===== config.mk =====
export PLATFORM = sky130hd
export DESIGN_NAME = delimited_frame_deframer
export DESIGN_NICKNAME = d
export VERILOG_FILES = /design/src/hw/rtl/dfd_pkg.sv /design/src/hw/rtl/dfd_front.sv /design/src/hw/rtl/dfd_queue.sv /design/src/hw/rtl/dfd_back.sv /design/src/hw/rtl/delimited_frame_deframer.sv
export SDC_FILE = /design/constraint.sdc
export NUM_CORES = 1
export LEC_CHECK = 0
export BUFFER_PORTS_ARGS = -buffer_cell sky130_fd_sc_hd__clkbuf_2
export CAP_MARGIN = 0
export CORE_ASPECT_RATIO = 0.9
export CORE_MARGIN = 2
export CORE_UTILIZATION = 55
export CTS_CLUSTER_DIAMETER = 60
export CTS_CLUSTER_SIZE = 24
export DETAILED_ROUTE_END_ITERATION = 8
export GPL_TIMING_DRIVEN = 0
export PLACE_DENSITY = 0.77
export SYNTH_ARGS = -nofsm -noshare
export SYNTH_HDL_FRONTEND = slang
export SYNTH_SLANG_ARGS = --single-unit
export TNS_END_PERCENT = 1

===== constraint.sdc =====
create_clock -name clock -period 8.2 [get_ports clock]
set_input_delay 1.64 -clock clock [delete_from_list [all_inputs] [get_ports clock]]
set_output_delay 1.64 -clock clock [all_outputs]
set_load 0.01 [all_outputs]

===== src/hw/rtl/dfd_pkg.sv =====
`default_nettype none

package dfd_pkg;

   // Event handed from the front classifier to the back assembler
   typedef struct packed {
      logic       is_end;
      logic [7:0] data;
   } dfd_event_type;

   // Result item kinds
   localparam logic ITEM_PAYLOAD = 1'b0;
   localparam logic ITEM_END     = 1'b1;

   // Frame status codes
   localparam logic [1:0] STATUS_GOOD    = 2'd0;
   localparam logic [1:0] STATUS_EMPTY   = 2'd1;
   localparam logic [1:0] STATUS_TOOLONG = 2'd2;

   // Register indexes
   localparam int         CSR_INDEX_W       = 2;
   localparam logic [1:0] CSR_START_PATTERN = 2'd0;
   localparam logic [1:0] CSR_END_PATTERN   = 2'd1;

   // Pattern registers and their reset values
   localparam int          PATTERN_W     = 24;
   localparam logic [23:0] START_DEFAULT = 24'h0FFFF0;
   localparam logic [23:0] END_DEFAULT   = 24'hF0000F;

   // Frame constants
   localparam logic [7:0] PAD_BYTE  = 8'h55;
   localparam int         LEN_SAT   = 256;
   localparam int         LEN_W     = 9;
   localparam int         LEAD_N    = 7;

   // Event queue between front and back
   localparam int QUEUE_DEPTH = 4;
   localparam int QUEUE_PTR_W = 2;
   localparam int QUEUE_CNT_W = 3;

endpackage

`default_nettype wire


===== src/hw/rtl/dfd_front.sv =====
`default_nettype none

module dfd_front
   import dfd_pkg::*;
(
   input  wire logic                 clock,
   input  wire logic                 reset,
   input  wire logic                 byte_valid,
   input  wire logic [7:0]           byte_data,
   input  wire logic [PATTERN_W-1:0] start_pattern,
   input  wire logic [PATTERN_W-1:0] end_pattern,
   output logic                      evt_valid,
   output dfd_event_type             evt
);

   logic       in_frame_ff, in_frame_in;
   logic [7:0] win_ff [2];
   logic [7:0] win_in [2];
   logic [1:0] fill_ff, fill_in;
   logic [PATTERN_W-1:0] window;
   logic       start_hit, end_hit;

   // Three-byte view: two held bytes plus the incoming one
   assign window    = {win_ff[0], win_ff[1], byte_data};
   assign start_hit = (fill_ff == 2'd2) && (window == start_pattern);
   assign end_hit   = (fill_ff == 2'd2) && (window == end_pattern);

   // Classification and window update
   always_comb begin
      in_frame_in = in_frame_ff;
      win_in[0]   = win_ff[0];
      win_in[1]   = win_ff[1];
      fill_in     = fill_ff;
      evt_valid   = 1'b0;
      evt.is_end  = 1'b0;
      evt.data    = win_ff[0];
      if (byte_valid) begin
         if ((!in_frame_ff && start_hit) || (in_frame_ff && end_hit)) begin
            // delimiter found: window restarts empty
            in_frame_in = !in_frame_ff;
            fill_in     = 2'd0;
            evt_valid   = in_frame_ff;
            evt.is_end  = 1'b1;
         end else begin
            // held byte leaves the window as confirmed payload
            evt_valid = in_frame_ff && (fill_ff == 2'd2);
            if (fill_ff == 2'd0) begin
               win_in[0] = byte_data;
               fill_in   = 2'd1;
            end else if (fill_ff == 2'd1) begin
               win_in[1] = byte_data;
               fill_in   = 2'd2;
            end else begin
               win_in[0] = win_ff[1];
               win_in[1] = byte_data;
            end
         end
      end
   end

   always_ff @(posedge clock) begin
      if (reset) begin
         in_frame_ff <= 1'b0;
         fill_ff     <= 2'd0;
         win_ff[0]   <= 8'd0;
         win_ff[1]   <= 8'd0;
      end else begin
         in_frame_ff <= in_frame_in;
         fill_ff     <= fill_in;
         win_ff[0]   <= win_in[0];
         win_ff[1]   <= win_in[1];
      end
   end

endmodule

`default_nettype wire


===== src/hw/rtl/dfd_queue.sv =====
`default_nettype none

module dfd_queue
   import dfd_pkg::*;
(
   input  wire logic          clock,
   input  wire logic          reset,
   input  wire logic          push,
   input  wire dfd_event_type push_evt,
   output logic               full,
   input  wire logic          pop,
   output logic               valid,
   output dfd_event_type      pop_evt
);

   dfd_event_type             entry_ff [QUEUE_DEPTH];
   logic [QUEUE_PTR_W-1:0]    wr_ptr_ff, wr_ptr_in;
   logic [QUEUE_PTR_W-1:0]    rd_ptr_ff, rd_ptr_in;
   logic [QUEUE_CNT_W-1:0]    cnt_ff, cnt_in;
   logic                      do_push, do_pop;

   assign full    = (cnt_ff == QUEUE_CNT_W'(QUEUE_DEPTH));
   assign valid   = (cnt_ff != '0);
   assign pop_evt = entry_ff[rd_ptr_ff];
   assign do_push = push && !full;
   assign do_pop  = pop && valid;

   // Pointer and occupancy update
   always_comb begin
      wr_ptr_in = do_push ? wr_ptr_ff + 1'b1 : wr_ptr_ff;
      rd_ptr_in = do_pop ? rd_ptr_ff + 1'b1 : rd_ptr_ff;
      cnt_in    = cnt_ff;
      if (do_push && !do_pop) begin
         cnt_in = cnt_ff + 1'b1;
      end else if (do_pop && !do_push) begin
         cnt_in = cnt_ff - 1'b1;
      end
   end

   always_ff @(posedge clock) begin
      if (reset) begin
         wr_ptr_ff <= '0;
         rd_ptr_ff <= '0;
         cnt_ff    <= '0;
      end else begin
         wr_ptr_ff <= wr_ptr_in;
         rd_ptr_ff <= rd_ptr_in;
         cnt_ff    <= cnt_in;
      end
   end

   // Entry storage, no reset needed
   always_ff @(posedge clock) begin
      if (do_push) begin
         entry_ff[wr_ptr_ff] <= push_evt;
      end
   end

   // Occupancy never exceeds the depth
   a_cnt_bound: assert property (@(posedge clock) disable iff (reset)
      cnt_ff <= QUEUE_CNT_W'(QUEUE_DEPTH))
      else $error("event queue occupancy out of range");

endmodule

`default_nettype wire


===== src/hw/rtl/dfd_back.sv =====
`default_nettype none

module dfd_back
   import dfd_pkg::*;
#(
   parameter int MAX_PAYLOAD_LEN = 255
)(
   input  wire logic          clock,
   input  wire logic          reset,
   input  wire logic          evt_valid,
   input  wire dfd_event_type evt,
   output logic               evt_pop,
   output logic               rsp_valid,
   input  wire logic          rsp_pop,
   output logic               rsp_item_kind,
   output logic [7:0]         rsp_payload_byte,
   output logic [1:0]         rsp_frame_status,
   output logic [LEN_W-1:0]   rsp_frame_length,
   output logic [63:0]        rsp_single_frame_word
);

   localparam int CNT_W = $clog2(MAX_PAYLOAD_LEN + 2);

   logic [CNT_W-1:0] count_ff, count_in;
   logic [31:0]      count_ext;
   logic [7:0]       lead_ff [LEAD_N];
   logic             lead_we;

   logic             valid_ff, valid_in;
   logic             kind_ff, kind_in;
   logic [7:0]       byte_ff, byte_in;
   logic [1:0]       status_ff, status_in;
   logic [LEN_W-1:0] len_ff, len_in;
   logic [63:0]      word_ff, word_in;

   logic [LEN_W-1:0] len_sat;
   logic [1:0]       status_calc;
   logic [63:0]      word_calc;

   assign count_ext = {{(32 - CNT_W){1'b0}}, count_ff};

   // Take a new event whenever the output register is free or draining
   assign evt_pop = evt_valid && (!valid_ff || rsp_pop);
   assign lead_we = evt_pop && !evt.is_end && (count_ext < 32'(LEAD_N));

   // Frame end summary
   always_comb begin
      len_sat = (count_ext >= 32'(LEN_SAT)) ? LEN_W'(LEN_SAT) : count_ext[LEN_W-1:0];
      if (count_ff == '0) begin
         status_calc = STATUS_EMPTY;
      end else if (count_ext > 32'(MAX_PAYLOAD_LEN)) begin
         status_calc = STATUS_TOOLONG;
      end else begin
         status_calc = STATUS_GOOD;
      end
      word_calc[63:56] = len_sat[7:0];
      for (int k = 1; k <= LEAD_N; k++) begin
         word_calc[(LEAD_N - k) * 8 +: 8] =
            (count_ext > 32'(k - 1)) ? lead_ff[k - 1] : PAD_BYTE;
      end
   end

   // Counter and output register update
   always_comb begin
      count_in  = count_ff;
      valid_in  = valid_ff && !rsp_pop;
      kind_in   = kind_ff;
      byte_in   = byte_ff;
      status_in = status_ff;
      len_in    = len_ff;
      word_in   = word_ff;
      if (evt_pop) begin
         valid_in = 1'b1;
         if (evt.is_end) begin
            count_in  = '0;
            kind_in   = ITEM_END;
            byte_in   = 8'd0;
            status_in = status_calc;
            len_in    = len_sat;
            word_in   = word_calc;
         end else begin
            if (count_ext <= 32'(MAX_PAYLOAD_LEN)) begin
               count_in = count_ff + 1'b1;
            end
            kind_in   = ITEM_PAYLOAD;
            byte_in   = evt.data;
            status_in = STATUS_GOOD;
            len_in    = '0;
            word_in   = 64'd0;
         end
      end
   end

   always_ff @(posedge clock) begin
      if (reset) begin
         count_ff <= '0;
         valid_ff <= 1'b0;
      end else begin
         count_ff <= count_in;
         valid_ff <= valid_in;
      end
   end

   // Payload registers
   always_ff @(posedge clock) begin
      kind_ff   <= kind_in;
      byte_ff   <= byte_in;
      status_ff <= status_in;
      len_ff    <= len_in;
      word_ff   <= word_in;
      if (lead_we) begin
         lead_ff[count_ff[2:0]] <= evt.data;
      end
   end

   assign rsp_valid             = valid_ff;
   assign rsp_item_kind         = kind_ff;
   assign rsp_payload_byte      = byte_ff;
   assign rsp_frame_status      = status_ff;
   assign rsp_frame_length      = len_ff;
   assign rsp_single_frame_word = word_ff;

   // Empty status and zero length go together on a marker
   a_empty_len: assert property (@(posedge clock) disable iff (reset)
      (valid_ff && kind_ff == ITEM_END) |->
         ((status_ff == STATUS_EMPTY) == (len_ff == '0)))
      else $error("empty status and length disagree");

   // Length byte of the single-frame word tracks the length
   a_word_len: assert property (@(posedge clock) disable iff (reset)
      (valid_ff && kind_ff == ITEM_END) |->
         (word_ff[63:56] == len_ff[7:0] && len_ff <= LEN_W'(LEN_SAT)))
      else $error("single-frame word length byte mismatch");

   // A waiting result holds until it is popped
   a_hold: assert property (@(posedge clock) disable iff (reset)
      (valid_ff && !rsp_pop) |=> (valid_ff && $stable(word_ff) && $stable(byte_ff)))
      else $error("waiting result changed before pop");

endmodule

`default_nettype wire


===== src/hw/rtl/delimited_frame_deframer.sv =====
// A result reaches the rsp ports through the event queue, written at the edge that accepts the byte
// causing it, and then the back output register, written when the back takes that event.
// Throughput: 1 byte per cycle, set by the front three-byte window compare; the input
// stalls only while the 4-entry event queue is full behind a waiting result.
// Reset (synchronous): hunting for start, window, counters and queue cleared,
// pattern registers back to 0x0FFFF0 and 0xF0000F.
`default_nettype none

module delimited_frame_deframer
   import dfd_pkg::*;
#(
   parameter int MAX_PAYLOAD_LEN = 255
)(
   input  wire logic                   clock,
   input  wire logic                   reset,
   input  wire logic                   req_push,
   output logic                        req_full,
   input  wire logic [7:0]             req_data_byte,
   output logic                        rsp_empty,
   input  wire logic                   rsp_pop,
   output logic                        rsp_item_kind,
   output logic [7:0]                  rsp_payload_byte,
   output logic [1:0]                  rsp_frame_status,
   output logic [LEN_W-1:0]            rsp_frame_length,
   output logic [63:0]                 rsp_single_frame_word,
   input  wire logic                   csr_wr_en,
   input  wire logic [CSR_INDEX_W-1:0] csr_index,
   input  wire logic [PATTERN_W-1:0]   csr_wdata
);

   logic [PATTERN_W-1:0] start_ff, start_in;
   logic [PATTERN_W-1:0] end_ff, end_in;
   logic                 byte_valid;
   logic                 fe_valid;
   dfd_event_type        fe_evt;
   logic                 q_valid, q_pop;
   dfd_event_type        q_evt;
   logic                 rsp_valid;

   // Pattern registers; unknown indexes are dropped
   always_comb begin
      start_in = start_ff;
      end_in   = end_ff;
      if (csr_wr_en) begin
         case (csr_index)
            CSR_START_PATTERN: start_in = csr_wdata;
            CSR_END_PATTERN:   end_in   = csr_wdata;
            default: ;
         endcase
      end
   end

   always_ff @(posedge clock) begin
      if (reset) begin
         start_ff <= START_DEFAULT;
         end_ff   <= END_DEFAULT;
      end else begin
         start_ff <= start_in;
         end_ff   <= end_in;
      end
   end

   assign byte_valid = req_push && !req_full;
   assign rsp_empty  = !rsp_valid;

   dfd_front u_front (
      .clock         (clock),
      .reset         (reset),
      .byte_valid    (byte_valid),
      .byte_data     (req_data_byte),
      .start_pattern (start_ff),
      .end_pattern   (end_ff),
      .evt_valid     (fe_valid),
      .evt           (fe_evt)
   );

   dfd_queue u_queue (
      .clock    (clock),
      .reset    (reset),
      .push     (fe_valid),
      .push_evt (fe_evt),
      .full     (req_full),
      .pop      (q_pop),
      .valid    (q_valid),
      .pop_evt  (q_evt)
   );

   dfd_back #(
      .MAX_PAYLOAD_LEN (MAX_PAYLOAD_LEN)
   ) u_back (
      .clock                 (clock),
      .reset                 (reset),
      .evt_valid             (q_valid),
      .evt                   (q_evt),
      .evt_pop               (q_pop),
      .rsp_valid             (rsp_valid),
      .rsp_pop               (rsp_pop),
      .rsp_item_kind         (rsp_item_kind),
      .rsp_payload_byte      (rsp_payload_byte),
      .rsp_frame_status      (rsp_frame_status),
      .rsp_frame_length      (rsp_frame_length),
      .rsp_single_frame_word (rsp_single_frame_word)
   );

endmodule

`default_nettype wire

==> metrics.cfg <==
[floorplanning]
core_area_um2=18200
die_y_um=133
dieArea_um2=19500
die_w_um=147
ios=125
num_rows=47
start_util=0.556

[logic_synthesis]
synth_ff_type=edfxtp_1
synth-edff-count=168
synth_nets=827
synth_cell_type_count=47
ys_warn_count=0
synth_cells=778
async_flop_share=0
syn_area_um2=10100
ys_seq_area_frac=0.667
synth-seq-cells=254
avgSynthCellArea_um2=13.0

[detailed_routing]
drt_first_pass_iters=7
num_vias=6462
wire_per_inst_um=17.7
initialDrtViolationCount=476
wirelength_mm=20.8
drc=0
antenna_left=0
via_per_inst=5.49

[worst_setup_path]
critPathTopFamily=simple AND/OR/NAND/NOR gates
path_buf_inv=4
cp-start-kind=input pin
worst_r2r_startpoint=u_queue.cnt_ff[0]
r2r_end=u_back.lead_ff[5][7]
reg2reg_slack_ps=5030
critPathMaxStageDelay_ps=790
worstPathCellList=clkbuf_2, inv_1, a21oi_4, inv_1, or3_1, buf_6, nor4_2
worst_setup_path_end_kind=flop
r2r_cells=6
path_common_cell=inv_1
required_ps=8330
path_max_fanout=27
cp.arrival_ps=4060
critPathKind=in2reg
slowest_stage=a21oi_4

[timing]
skew_ps=29.9
min_period_over_period=0.480
rsz0062_at_grt=false
period_minus_slack_ps=3930
fmax_ghz=0.254
tightest_slew_ps=1040
whs_ps=468
max_slew_margin=0.301
finalHoldViolCount=0
slew_viol_final=0
finalSetupViolCount=0
fin_setup_tns_ps=0

[layout]
fin_cells=1176
regArea_um2=6770
antenna_cells=0
area_delta_synth_final_pct=15.3
fin_nets=972
drive_above_1_share=0.203
multi_input_area_um2=3110
fill_cells=1383

[power]
leakagePower_nw=4.56
ir_drop_uv=232
p_per_area_nw_per_um2=334

[cts]
clk-insertion-delay-late_ps=510
cts_hold_buf=0
cts_num_sinks=254
cts_resized=0
root_buffer=clkbuf_16
tritoncts=done
path_clk_slew_ps=90
postCtsSetupBuffers=0
clk_path_buf_depth=3
cts_max_level=1
cts_made_buffers=17

[global_routing]
gr-total-overflow=0
grt_pass1_vias=6082
grt_usage=0.212
grt_max_degree=33
grt_use_met2=0.331
antenna_found_initial=0
busiest_layer=met2
global_route.usage.met1=0.318
grt_pass1_wl_mm=32.5
met3_usage=0.0314

[min_path]
min_delay_path_depth=2
hp-class=reg2reg
holdPathEnd=end_ff[4]
hp-start=end_ff[4]

[placement]
placed_cells=1149
portBuffers=124
dpl.hpwl_mm=14.9
gp_congestion=0.869

[flow_run]
drv_cap=0

[status]
status=finished, final reports clean

cell usage in the layout, fill, tap and decap left out, drive strengths merged, types with 5 or more instances in the layout:
master,instances
nand3,5
o21a,25
nand3b,34
a21oi,49
a21o,5
mux4,9
nor3,7
clkbuf,167
edfxtp,168
xor2,56
nand4,5
nor2b,10
a311oi,8
mux2i,11
nor4,17
inv,16
and2,15
and3,34
nor2,25
buf,23
o21ai,15
nand2,104
ha,9
dfxtp,86
Yosys cell counts (all sizes together) (4+ instances only):
cell / n / share of area
clkbuf: 26 / 0.0097
xnor2: 4 / 0.0035
nand2: 104 / 0.038
a21o: 5 / 0.0037
buf: 21 / 0.013
nor2b: 10 / 0.0062
nor3: 7 / 0.0039
edfxtp: 168 / 0.50
and3: 34 / 0.021
mux2i: 11 / 0.011
nand3: 5 / 0.0025
or3: 4 / 0.0025
and2: 15 / 0.0093
o21ai: 15 / 0.0074
ha: 9 / 0.011
inv: 10 / 0.0037
o21a: 25 / 0.019
nor2: 25 / 0.0093
mux4: 9 / 0.020
nor4: 17 / 0.016
dfxtp: 86 / 0.17
xor2: 56 / 0.048
a311oi: 8 / 0.0069
nand3b: 34 / 0.025
a21oi: 49 / 0.025
nand4: 5 / 0.0031
state kept, by name (all words and copies together) (netlist names), 3 cells and up, named ones only:
signal / count
u_back.rsp_payload_byte: 8
u_queue.entry_ff: 36
u_back.rsp_frame_length: 9
u_back.rsp_single_frame_word: 56
start_ff: 24
u_queue.cnt_ff: 3
u_front.win_ff: 16
end_ff: 24
u_back.count_ff: 9
u_back.lead_ff: 56
power by group:
group / switching [mW] / internal (mW)
clock network: 0.440 / 0.459
registers: 0.121 / 1.78
logic: 0.678 / 0.431
routing by layer:
| metal | routed length, um | vias up |
|---|---|---|
| li1 | - | 3092 |
| met1 | 9520 | 3092 |
| met2 | 9560 | 241 |
| met3 | 1310 | 37 |
| met4 | 433 | 0 |
| met5 | 0 | - |
layout make-up:
| class | count | area share |
|---|---|---|
| plain buffers | 47 | 0.0201 |
| inverters | 10 | 0.00321 |
| repair buffers | 126 | 0.0571 |
| clock inverters | 10 | 0.0120 |
| well taps | 245 | 0.0262 |
| flip-flops and latches | 254 | 0.579 |
| clock buffers | 17 | 0.0364 |
| multi-input cells | 467 | 0.266 |
through the flow:
stage	utilization	cell area [um2]	worst slack, ps	total power, mW
floorplan	-	10100	2690	2.60
global placement	0.607	11100	1250	3.00
detailed placement	0.610	11100	3700	3.05
CTS	0.641	11700	4240	3.93
global route	0.641	11700	4050	4.09
finish	0.641	11700	4270	3.91
how the worst max path moves through the flow:
stage                                      end  startpoint  cells past startpoint  slack, ps
final                     u_back.lead_ff[5][7]     rsp_pop                      7       4270
after global routing      u_back.lead_ff[5][0]     rsp_pop                      7       4050
after CTS                 u_back.lead_ff[5][3]     rsp_pop                      7       4240
after detailed placement  u_back.lead_ff[5][0]     rsp_pop                      7       3700
after global placement    u_back.lead_ff[5][1]     rsp_pop                      7       1250
after floorplan           u_back.lead_ff[0][0]     rsp_pop                      6       2690
tightest hold or removal path: stages (launching register included):
cell and delay [ps]:
dfxtp_1 320, nand2_1 50, a21oi_1 50
cells by family (layout without fill, tap and decap cells):
logic type | count (synthesis) | count (layout) | share of synthesized area
and+or+nand+nor | 268 | 268 | 0.144
DFF | 254 | 254 | 0.667
AOI/OAI and AO/OA | 109 | 109 | 0.0668
xor gates and xnor gates | 60 | 60 | 0.0518
buffers and inverters | 57 | 210 | 0.0269
muxes | 20 | 20 | 0.0308
adders and majority gates | 10 | 10 | 0.0131
Power figures use the tool's default switching activity.
